==> src/hw/rtl/ifa_pkg.sv <==
// Package for the integer to ASCII formatter: shared constants, the job
// record passed from the converter to the emitter, and the digit-to-character map.
// No dependencies.
package ifa_pkg;

  // Field widths.
  localparam int BIN_W    = 32;
  localparam int DIG_W    = 4;
  localparam int NUM_DIGS = 10;
  localparam int BCD_W    = NUM_DIGS * DIG_W;
  localparam int CHAR_W   = 8;
  localparam int LEN_W    = 4;

  // Mode codes. Bit 1 of the mode selects hexadecimal.
  localparam logic [1:0] MODE_SDEC = 2'd0;
  localparam logic [1:0] MODE_UDEC = 2'd1;
  localparam logic [1:0] MODE_HEX  = 2'd2;
  localparam int         MODE_HEX_BIT = 1;

  // Character codes.
  localparam logic [CHAR_W-1:0] CHAR_ZERO  = 8'h30;
  localparam logic [CHAR_W-1:0] CHAR_MINUS = 8'h2D;
  localparam logic [CHAR_W-1:0] DIGIT_TEN  = 8'd10;
  localparam logic [DIG_W-1:0]  DIGIT_NINE = 4'd9;

  // A finished conversion: ten digits, most significant in the top nibble.
  typedef struct packed {
    logic [BCD_W-1:0]  digits;
    logic              neg;
    logic [CHAR_W-1:0] letter;
  } job_t;

  // Maps one digit to its character; letters wrap modulo 256.
  function automatic logic [CHAR_W-1:0] digit_char(input logic [DIG_W-1:0] d,
                                                    input logic [CHAR_W-1:0] letter);
    logic [CHAR_W-1:0] d_ext;
    d_ext = {{(CHAR_W-DIG_W){1'b0}}, d};
    if (d <= DIGIT_NINE) begin
      digit_char = CHAR_ZERO + d_ext;
    end else begin
      digit_char = letter + d_ext - DIGIT_TEN;
    end
  endfunction

endpackage

==> src/hw/rtl/ifa_if.sv <==
// Channel interfaces for the integer to ASCII formatter: input and result
// channels with valid/ready handshakes. Depends on ifa_pkg.
interface ifa_in_if;
  logic                        valid;
  logic                        ready;
  logic [ifa_pkg::BIN_W-1:0]   value;
  logic [1:0]                  mode;
  logic [ifa_pkg::CHAR_W-1:0]  letter_base;

  modport source (output valid, value, mode, letter_base, input ready);
  modport sink   (input valid, value, mode, letter_base, output ready);
endinterface

interface ifa_out_if;
  logic                        valid;
  logic                        ready;
  logic [ifa_pkg::CHAR_W-1:0]  char_code;
  logic [ifa_pkg::LEN_W-1:0]   total_length;
  logic                        is_last;

  modport source (output valid, char_code, total_length, is_last, input ready);
  modport sink   (input valid, char_code, total_length, is_last, output ready);
endinterface

==> src/hw/rtl/ifa_dabble.sv <==
// Binary to BCD converter: shift-add-3, one input bit per cycle. Hex values
// load their nibbles directly. Depends on ifa_pkg and ifa_in_if.
module ifa_dabble (
  input  logic           clk,
  input  logic           rst_n,
  ifa_in_if.sink         in_ch,
  output ifa_pkg::job_t  job,
  output logic           job_valid,
  input  logic           job_ready
);

  localparam logic [1:0] ST_IDLE = 2'd0;
  localparam logic [1:0] ST_RUN  = 2'd1;
  localparam logic [1:0] ST_DONE = 2'd2;

  localparam int STEP_W = $clog2(ifa_pkg::BIN_W);
  localparam logic [STEP_W-1:0] LAST_STEP = STEP_W'(ifa_pkg::BIN_W - 1);

  logic [1:0]                    state_r, state_nxt;
  logic [ifa_pkg::BIN_W-1:0]     bin_r, bin_nxt;
  logic [ifa_pkg::BCD_W-1:0]     bcd_r, bcd_nxt;
  logic [STEP_W-1:0]             step_r, step_nxt;
  logic                          neg_r, neg_nxt;
  logic [ifa_pkg::CHAR_W-1:0]    letter_r, letter_nxt;

  logic                          accept;
  logic                          neg_in;
  logic [ifa_pkg::BIN_W-1:0]     mag;
  logic [ifa_pkg::BCD_W-1:0]     adj;

  // Add three to every digit of five or more before the shift.
  always_comb begin
    for (int i = 0; i < ifa_pkg::NUM_DIGS; i++) begin
      if (bcd_r[i*ifa_pkg::DIG_W +: ifa_pkg::DIG_W] >= 4'd5) begin
        adj[i*ifa_pkg::DIG_W +: ifa_pkg::DIG_W] =
          bcd_r[i*ifa_pkg::DIG_W +: ifa_pkg::DIG_W] + 4'd3;
      end else begin
        adj[i*ifa_pkg::DIG_W +: ifa_pkg::DIG_W] =
          bcd_r[i*ifa_pkg::DIG_W +: ifa_pkg::DIG_W];
      end
    end
  end

  // Input capture and sign handling.
  always_comb begin
    in_ch.ready = (state_r == ST_IDLE);
    accept      = in_ch.valid && in_ch.ready;
    neg_in      = (in_ch.mode == ifa_pkg::MODE_SDEC) && in_ch.value[ifa_pkg::BIN_W-1];
    mag         = neg_in ? (~in_ch.value + 32'd1) : in_ch.value;
  end

  // Sequencer for load, shift steps and handoff.
  always_comb begin
    state_nxt  = state_r;
    bin_nxt    = bin_r;
    bcd_nxt    = bcd_r;
    step_nxt   = step_r;
    neg_nxt    = neg_r;
    letter_nxt = letter_r;
    case (state_r)
      ST_IDLE: begin
        if (accept) begin
          letter_nxt = in_ch.letter_base;
          neg_nxt    = neg_in;
          step_nxt   = '0;
          if (in_ch.mode[ifa_pkg::MODE_HEX_BIT]) begin
            bcd_nxt   = {{(ifa_pkg::BCD_W-ifa_pkg::BIN_W){1'b0}}, in_ch.value};
            state_nxt = ST_DONE;
          end else begin
            bin_nxt   = mag;
            bcd_nxt   = '0;
            state_nxt = ST_RUN;
          end
        end
      end
      ST_RUN: begin
        bcd_nxt  = {adj[ifa_pkg::BCD_W-2:0], bin_r[ifa_pkg::BIN_W-1]};
        bin_nxt  = {bin_r[ifa_pkg::BIN_W-2:0], 1'b0};
        step_nxt = step_r + 1'b1;
        if (step_r == LAST_STEP) begin
          state_nxt = ST_DONE;
        end
      end
      ST_DONE: begin
        if (job_ready) begin
          state_nxt = ST_IDLE;
        end
      end
      default: begin
        state_nxt = ST_IDLE;
      end
    endcase
  end

  always_ff @(posedge clk) begin
    if (!rst_n) begin
      state_r <= ST_IDLE;
      step_r  <= '0;
    end else begin
      state_r <= state_nxt;
      step_r  <= step_nxt;
    end
  end

  always_ff @(posedge clk) begin
    bin_r    <= bin_nxt;
    bcd_r    <= bcd_nxt;
    neg_r    <= neg_nxt;
    letter_r <= letter_nxt;
  end

  // Finished digits go to the emitter.
  assign job_valid   = (state_r == ST_DONE);
  assign job.digits  = bcd_r;
  assign job.neg     = neg_r;
  assign job.letter  = letter_r;

endmodule

==> src/hw/rtl/ifa_emit.sv <==
// Character emitter: skips leading zero digits one per cycle, then sends
// the sign and one digit character per transaction. Depends on ifa_pkg, ifa_out_if.
module ifa_emit (
  input  logic           clk,
  input  logic           rst_n,
  input  ifa_pkg::job_t  job,
  input  logic           job_valid,
  output logic           job_ready,
  ifa_out_if.source      out_ch
);

  localparam logic [1:0] ST_IDLE = 2'd0;
  localparam logic [1:0] ST_SCAN = 2'd1;
  localparam logic [1:0] ST_EMIT = 2'd2;

  localparam int DW = ifa_pkg::DIG_W;
  localparam int BW = ifa_pkg::BCD_W;
  localparam logic [ifa_pkg::LEN_W-1:0] FULL_CNT = ifa_pkg::LEN_W'(ifa_pkg::NUM_DIGS);
  localparam logic [ifa_pkg::LEN_W-1:0] ONE_CNT  = ifa_pkg::LEN_W'(1);

  logic [1:0]                    state_r, state_nxt;
  logic [BW-1:0]                 dig_r, dig_nxt;
  logic [ifa_pkg::LEN_W-1:0]     cnt_r, cnt_nxt;
  logic [ifa_pkg::LEN_W-1:0]     total_r, total_nxt;
  logic                          neg_r, neg_nxt;
  logic                          minus_r, minus_nxt;
  logic [ifa_pkg::CHAR_W-1:0]    letter_r, letter_nxt;

  logic                          ovalid_r, ovalid_nxt;
  logic [ifa_pkg::CHAR_W-1:0]    ochar_r, ochar_nxt;
  logic [ifa_pkg::LEN_W-1:0]     olen_r, olen_nxt;
  logic                          olast_r, olast_nxt;

  logic                          slot_free;

  assign job_ready = (state_r == ST_IDLE);
  assign slot_free = !ovalid_r || out_ch.ready;

  always_comb begin
    state_nxt  = state_r;
    dig_nxt    = dig_r;
    cnt_nxt    = cnt_r;
    total_nxt  = total_r;
    neg_nxt    = neg_r;
    minus_nxt  = minus_r;
    letter_nxt = letter_r;
    ovalid_nxt = ovalid_r && !out_ch.ready;
    ochar_nxt  = ochar_r;
    olen_nxt   = olen_r;
    olast_nxt  = olast_r;
    case (state_r)
      ST_IDLE: begin
        if (job_valid) begin
          dig_nxt    = job.digits;
          neg_nxt    = job.neg;
          letter_nxt = job.letter;
          cnt_nxt    = FULL_CNT;
          state_nxt  = ST_SCAN;
        end
      end
      // Drop one leading zero digit per cycle, keeping at least one digit.
      ST_SCAN: begin
        if ((cnt_r > ONE_CNT) && (dig_r[BW-1 -: DW] == '0)) begin
          dig_nxt = {dig_r[BW-DW-1:0], {DW{1'b0}}};
          cnt_nxt = cnt_r - 1'b1;
        end else begin
          total_nxt = cnt_r + {{(ifa_pkg::LEN_W-1){1'b0}}, neg_r};
          minus_nxt = neg_r;
          state_nxt = ST_EMIT;
        end
      end
      // Load one character into the output register when it is free.
      ST_EMIT: begin
        if (slot_free) begin
          ovalid_nxt = 1'b1;
          olen_nxt   = total_r;
          if (minus_r) begin
            ochar_nxt = ifa_pkg::CHAR_MINUS;
            olast_nxt = 1'b0;
            minus_nxt = 1'b0;
          end else begin
            ochar_nxt = ifa_pkg::digit_char(dig_r[BW-1 -: DW], letter_r);
            olast_nxt = (cnt_r == ONE_CNT);
            dig_nxt   = {dig_r[BW-DW-1:0], {DW{1'b0}}};
            cnt_nxt   = cnt_r - 1'b1;
            if (cnt_r == ONE_CNT) begin
              state_nxt = ST_IDLE;
            end
          end
        end
      end
      default: begin
        state_nxt = ST_IDLE;
      end
    endcase
  end

  always_ff @(posedge clk) begin
    if (!rst_n) begin
      state_r  <= ST_IDLE;
      ovalid_r <= 1'b0;
      minus_r  <= 1'b0;
      cnt_r    <= '0;
    end else begin
      state_r  <= state_nxt;
      ovalid_r <= ovalid_nxt;
      minus_r  <= minus_nxt;
      cnt_r    <= cnt_nxt;
    end
  end

  always_ff @(posedge clk) begin
    dig_r    <= dig_nxt;
    total_r  <= total_nxt;
    neg_r    <= neg_nxt;
    letter_r <= letter_nxt;
    ochar_r  <= ochar_nxt;
    olen_r   <= olen_nxt;
    olast_r  <= olast_nxt;
  end

  assign out_ch.valid        = ovalid_r;
  assign out_ch.char_code    = ochar_r;
  assign out_ch.total_length = olen_r;
  assign out_ch.is_last      = olast_r;

endmodule

==> src/hw/rtl/integer_to_ascii_formatter_unit.sv <==
// Integer to ASCII formatter, top level. Depends on ifa_pkg, ifa_if, ifa_dabble, ifa_emit.
// Decimal values pass through 32 shift-add-3 steps in the converter, then the emitter drops each
// leading zero digit before the first character; hex values skip the shift steps.
// Throughput: one character per cycle while out_ch.ready holds; the converter takes the next
// value while the emitter still sends.
// Reset (synchronous, active low) clears the sequencers and the output valid; no data is kept.
module integer_to_ascii_formatter_unit (
  input  logic       clk,
  input  logic       rst_n,
  ifa_in_if.sink     in_ch,
  ifa_out_if.source  out_ch
);

  ifa_pkg::job_t job;
  logic          job_valid;
  logic          job_ready;

  // Binary to digit conversion.
  ifa_dabble u_dabble (
    .clk       (clk),
    .rst_n     (rst_n),
    .in_ch     (in_ch),
    .job       (job),
    .job_valid (job_valid),
    .job_ready (job_ready)
  );

  // Leading zero skip and character output.
  ifa_emit u_emit (
    .clk       (clk),
    .rst_n     (rst_n),
    .job       (job),
    .job_valid (job_valid),
    .job_ready (job_ready),
    .out_ch    (out_ch)
  );

endmodule

==> src/flat_wrapper.sv <==
// flat-port wrapper written by rule: the top's interface ports become plain ports
module integer_to_ascii_formatter_unit_flat 
  (clk, rst_n, in_ch_valid, in_ch_value, in_ch_mode, in_ch_letter_base, in_ch_ready, out_ch_valid, out_ch_char_code, out_ch_total_length, out_ch_is_last, out_ch_ready);
  ifa_in_if in_ch_i ();
  ifa_out_if out_ch_i ();
  input  logic clk;
  input  logic rst_n;
  input wire logic [$bits(in_ch_i.valid)-1:0] in_ch_valid;
  input wire logic [$bits(in_ch_i.value)-1:0] in_ch_value;
  input wire logic [$bits(in_ch_i.mode)-1:0] in_ch_mode;
  input wire logic [$bits(in_ch_i.letter_base)-1:0] in_ch_letter_base;
  output wire logic [$bits(in_ch_i.ready)-1:0] in_ch_ready;
  output wire logic [$bits(out_ch_i.valid)-1:0] out_ch_valid;
  output wire logic [$bits(out_ch_i.char_code)-1:0] out_ch_char_code;
  output wire logic [$bits(out_ch_i.total_length)-1:0] out_ch_total_length;
  output wire logic [$bits(out_ch_i.is_last)-1:0] out_ch_is_last;
  input wire logic [$bits(out_ch_i.ready)-1:0] out_ch_ready;
  assign in_ch_i.valid = in_ch_valid;
  assign in_ch_i.value = in_ch_value;
  assign in_ch_i.mode = in_ch_mode;
  assign in_ch_i.letter_base = in_ch_letter_base;
  assign in_ch_ready = in_ch_i.ready;
  assign out_ch_valid = out_ch_i.valid;
  assign out_ch_char_code = out_ch_i.char_code;
  assign out_ch_total_length = out_ch_i.total_length;
  assign out_ch_is_last = out_ch_i.is_last;
  assign out_ch_i.ready = out_ch_ready;
  integer_to_ascii_formatter_unit u_core (.clk(clk), .rst_n(rst_n), .in_ch(in_ch_i), .out_ch(out_ch_i));
endmodule
==> config.mk <==
export PLATFORM = sky130hd
export DESIGN_NAME = integer_to_ascii_formatter_unit_flat
export DESIGN_NICKNAME = d
export VERILOG_FILES = /design/src/hw/rtl/ifa_pkg.sv /design/src/hw/rtl/ifa_if.sv /design/src/hw/rtl/ifa_dabble.sv /design/src/hw/rtl/ifa_emit.sv /design/src/hw/rtl/integer_to_ascii_formatter_unit.sv /design/src/flat_wrapper.sv
export SDC_FILE = /design/constraint.sdc
export NUM_CORES = 1
export LEC_CHECK = 0
export BUFFER_PORTS_ARGS = -buffer_cell sky130_fd_sc_hd__buf_2
export CORE_MARGIN = 3
export CORE_UTILIZATION = 35
export CTS_BUF_LIST = sky130_fd_sc_hd__clkbuf_4
export CTS_CLUSTER_SIZE = 20
export DETAILED_ROUTE_END_ITERATION = 12
export SLEW_MARGIN = 20
export SYNTH_ARGS = -nofsm -noshare
export SYNTH_HDL_FRONTEND = slang
export SYNTH_SLANG_ARGS = --single-unit
==> constraint.sdc <==
create_clock -name clk -period 10.5 [get_ports clk]
set_input_delay 1.05 -clock clk [delete_from_list [all_inputs] [get_ports clk]]
set_output_delay 1.05 -clock clk [all_outputs]
set_load 0.02 [all_outputs]
==> metrics.yaml <==
outcome:
  outcome: "finished clean"
clocking:
  htree_levels: 4
  cts_buffer_depth: 2
  cts.hold.buffers_added: 0
  cts_buffers: 17
  clk_latency_ns: 0.58
  root_buffer: "clkbuf_4"
  clkSinkCount: 162
  cts_resized: 0
  cts_tree: "built"
  clkTransAtPathRegs_ns: 0.16
  post_cts_buffers: 0
setup_path:
  worst_setup_path_start_kind: "input pin"
  path_class: "in -> reg"
  required_ns: 10.81
  endpoint_kind: "register"
  cpMostUsedCell: "o21ai_0"
  crit_slowest_cell: "nand2_1"
  path_delay_family: "buffers and inverters"
  worstPathMaxFanout: 35
  max_stage_delay_ns: 0.64
  cp.buffers_inverters: 2
  worstPathCellList: "buf_2, nor2_1, nand2_1, inv_1, o21ai_0, xor2_1, o21ai_0"
  crit_arrival_ns: 3.21
placement:
  gp_congestion: 0.7894
  placed_area_um2: 9194
  pre_cts_ws_ns: 7.038
  numPortBuffers: 60
  dp_hpwl_um: 11930
timing:
  slew_violations: 0
  grt_setup_unrepaired: "no"
  fin_ws_ns: 7.606
  period_minus_slack_ns: 2.894
  timing.final.hold_violations: 0
  clock.fmax_mhz: 345.5
  timing.slew.headroom_pct: 38.59
  setup_violations: 0
  worstMarginPinSlew_ns: 0.9212
  fin_crit_sh_pct: 27.56
  finClkSkew_ns: 0.02606
  setup_tns_ns: 0
layout:
  nets: 921
  area_growth_pct: 11.49
  postLayoutCellArea_um2: 9528
  drive_gt1_share_pct: 15.84
global_routing:
  antenna_found_initial: 2
  grt_pass1_wl_um: 28390
  track_usage_pct: 13.39
  grt-ovfl-total: 0
  grt_pass1_vias: 5657
  grt_max_degree: 94
synth:
  synthTopCellsByCount: "edfxtp_1 (147), o21ai_0 (82), nor2_1 (60)"
  synth.net_count: 869
  synth-seq-cells: 162
  ys_types: 58
  synth_flop_cell: "edfxtp_1"
  synth_top_area_share_pct: 51.65
  synthesis.area_um2: 8546
  synth_area_leaders: "edfxtp_1 (52%), ha_1 (6.0%), o21ai_0 (4.8%)"
  avgSynthCellArea_um2: 10.94
  synth_top_area_cell: "edfxtp_1"
  seq_area_frac_synth_pct: 55.17
  synth_warnings: 0
  async_reset_ff_share_pct: 0
  synth_edf_count: 147
  post-synth-top-count-cell: "edfxtp_1"
  synth_cells: 781
floorplanning:
  design.portCount: 61
  dieArea_um2: 26330
  rows: 56
  fp.dieW_um: 162.3
  fp.dieH_um: 162.3
  start_util_pct: 35.98
  core_area_um2: 23750
detailed_routing:
  wl_um: 17240
  detail-route-antenna-nets: 0
  drtIter0Drc: 390
  via_per_inst: 5.023
  drc: 0
  drt-wirelength-per-cell_um: 14.76
  drtPass1Iterations: 5
  vias: 5867
pwr:
  peakVddDrop_uv: 82.12
  power.density_nw_per_um2: 205.2
  total_power_mw: 1.955
  power_leakage_nw: 3.493
flow_run:
  maxCapViolations: 0
worst_hold_path:
  min_path_type: "reg -> reg"
[registers in the layout, summed over array words and instances, names as in the netlist]
signal                             count
u_core.u_dabble.bcd_r                 40
u_core.u_emit.dig_r                   40
u_core.u_dabble.bin_r                 32
u_core.u_dabble.letter_r               8
u_core.u_emit.letter_r                 8
u_core.u_emit.out_ch.char_code         8
u_core.u_dabble.step_r                 5
u_core.u_emit.cnt_r                    4
u_core.u_emit.out_ch.total_length      4
u_core.u_emit.total_r                  4
u_core.u_dabble.state_r                2
u_core.u_emit.state_r                  2
u_core.u_dabble.neg_r                  1
u_core.u_emit.minus_r                  1
u_core.u_emit.neg_r                    1
u_core.u_emit.out_ch.is_last           1
u_core.u_emit.out_ch.valid             1
[where the power goes]
group | leakage, nW | internal (mW) | switching [mW]
clock | 0.165 | 0.134 | 0.260
combinational | 1.78 | 0.221 | 0.334
sequential | 1.54 | 0.927 | 0.0789
total | 3.49 | 1.28 | 0.672
[kinds of logic after synthesis]
group	share of synthesized area (%)
buf+inv	3.602
fa+ha+maj	6.237
xor+xnor	5.227
compound gates	12.64
simple gates	14.41
mux	2.723
flops	55.17
[cell type report]
class / count / area (µm²)
Timing Repair Buffer: 67 / 360.3
Sequential cell: 162 / 4715
Clock inverter: 15 / 181.4
Inverter: 47 / 176.4
Clock buffer: 17 / 127.6
Antenna cell: 3 / 7.507
Fill cell: 2318 / 14220
Multi-Input combinational cell: 538 / 3561
Tap cell: 319 / 399.1
[routing by layer]
| layer | routed length, µm | vias to the layer above | GRT usage [%] |
|---|---|---|---|
| met5 | 0 | - | 0 |
| met3 | 608 | 16 | 2.856 |
| met4 | 197 | 0 | 3.994 |
| met2 | 8045 | 98 | 21.50 |
| li1 | - | 2954 | - |
| met1 | 8388 | 2799 | 18.30 |
[final timing paths]
path	start	to	slack, ns	cells past startpoint
max	in_ch_mode[1]	u_core.u_dabble.bin_r[9]$_DFFE_PP_	7.61	7
min	u_core.u_emit.total_r[0]$_DFFE_PP_	u_core.u_emit.out_ch.total_length[0]$_DFFE_PP_	0.42	0
max reg2reg	u_core.u_emit.state_r[0]$_SDFFE_PN0P_	u_core.u_emit.cnt_r[2]$_SDFFE_PN0P_	7.86	8
min reg2reg	u_core.u_emit.total_r[0]$_DFFE_PP_	u_core.u_emit.out_ch.total_length[0]$_DFFE_PP_	0.42	0
[cells in the final DEF, fill, tap and decap left out, types with 4 or more instances in the layout]
| cell | n |
|---|---|
| xnor2_1 | 35 |
| a21o_1 | 4 |
| inv_6 | 4 |
| o31ai_1 | 10 |
| inv_8 | 6 |
| o21ai_0 | 82 |
| inv_1 | 47 |
| a31oi_1 | 13 |
| dfxtp_1 | 15 |
| nor2_1 | 59 |
| nand3_1 | 38 |
| a21oi_1 | 51 |
| clkbuf_4 | 17 |
| nor3b_1 | 9 |
| nor2b_1 | 9 |
| nand2_1 | 58 |
| a211oi_1 | 4 |
| nand2b_1 | 15 |
| buf_2 | 60 |
| a221oi_1 | 4 |
| edfxtp_1 | 147 |
| or4_1 | 4 |
| nor3_1 | 11 |
| a41oi_1 | 4 |
| xor2_1 | 16 |
| ha_1 | 40 |
| mux2_2 | 18 |
| buf_4 | 6 |
[stage by stage]
step | utilization (%) | hold slack [ns] | cells
after floorplan | - | 0.4003 | 781
after global placement | 38.71 | 0.4041 | 1132
after detailed placement | 38.71 | 0.4054 | 1132
after CTS | 40.01 | 0.4197 | 1164
after global routing | 40.11 | 0.4415 | 1168
final | 40.11 | 0.4233 | 1168
(Power assumes the default switching activity.)
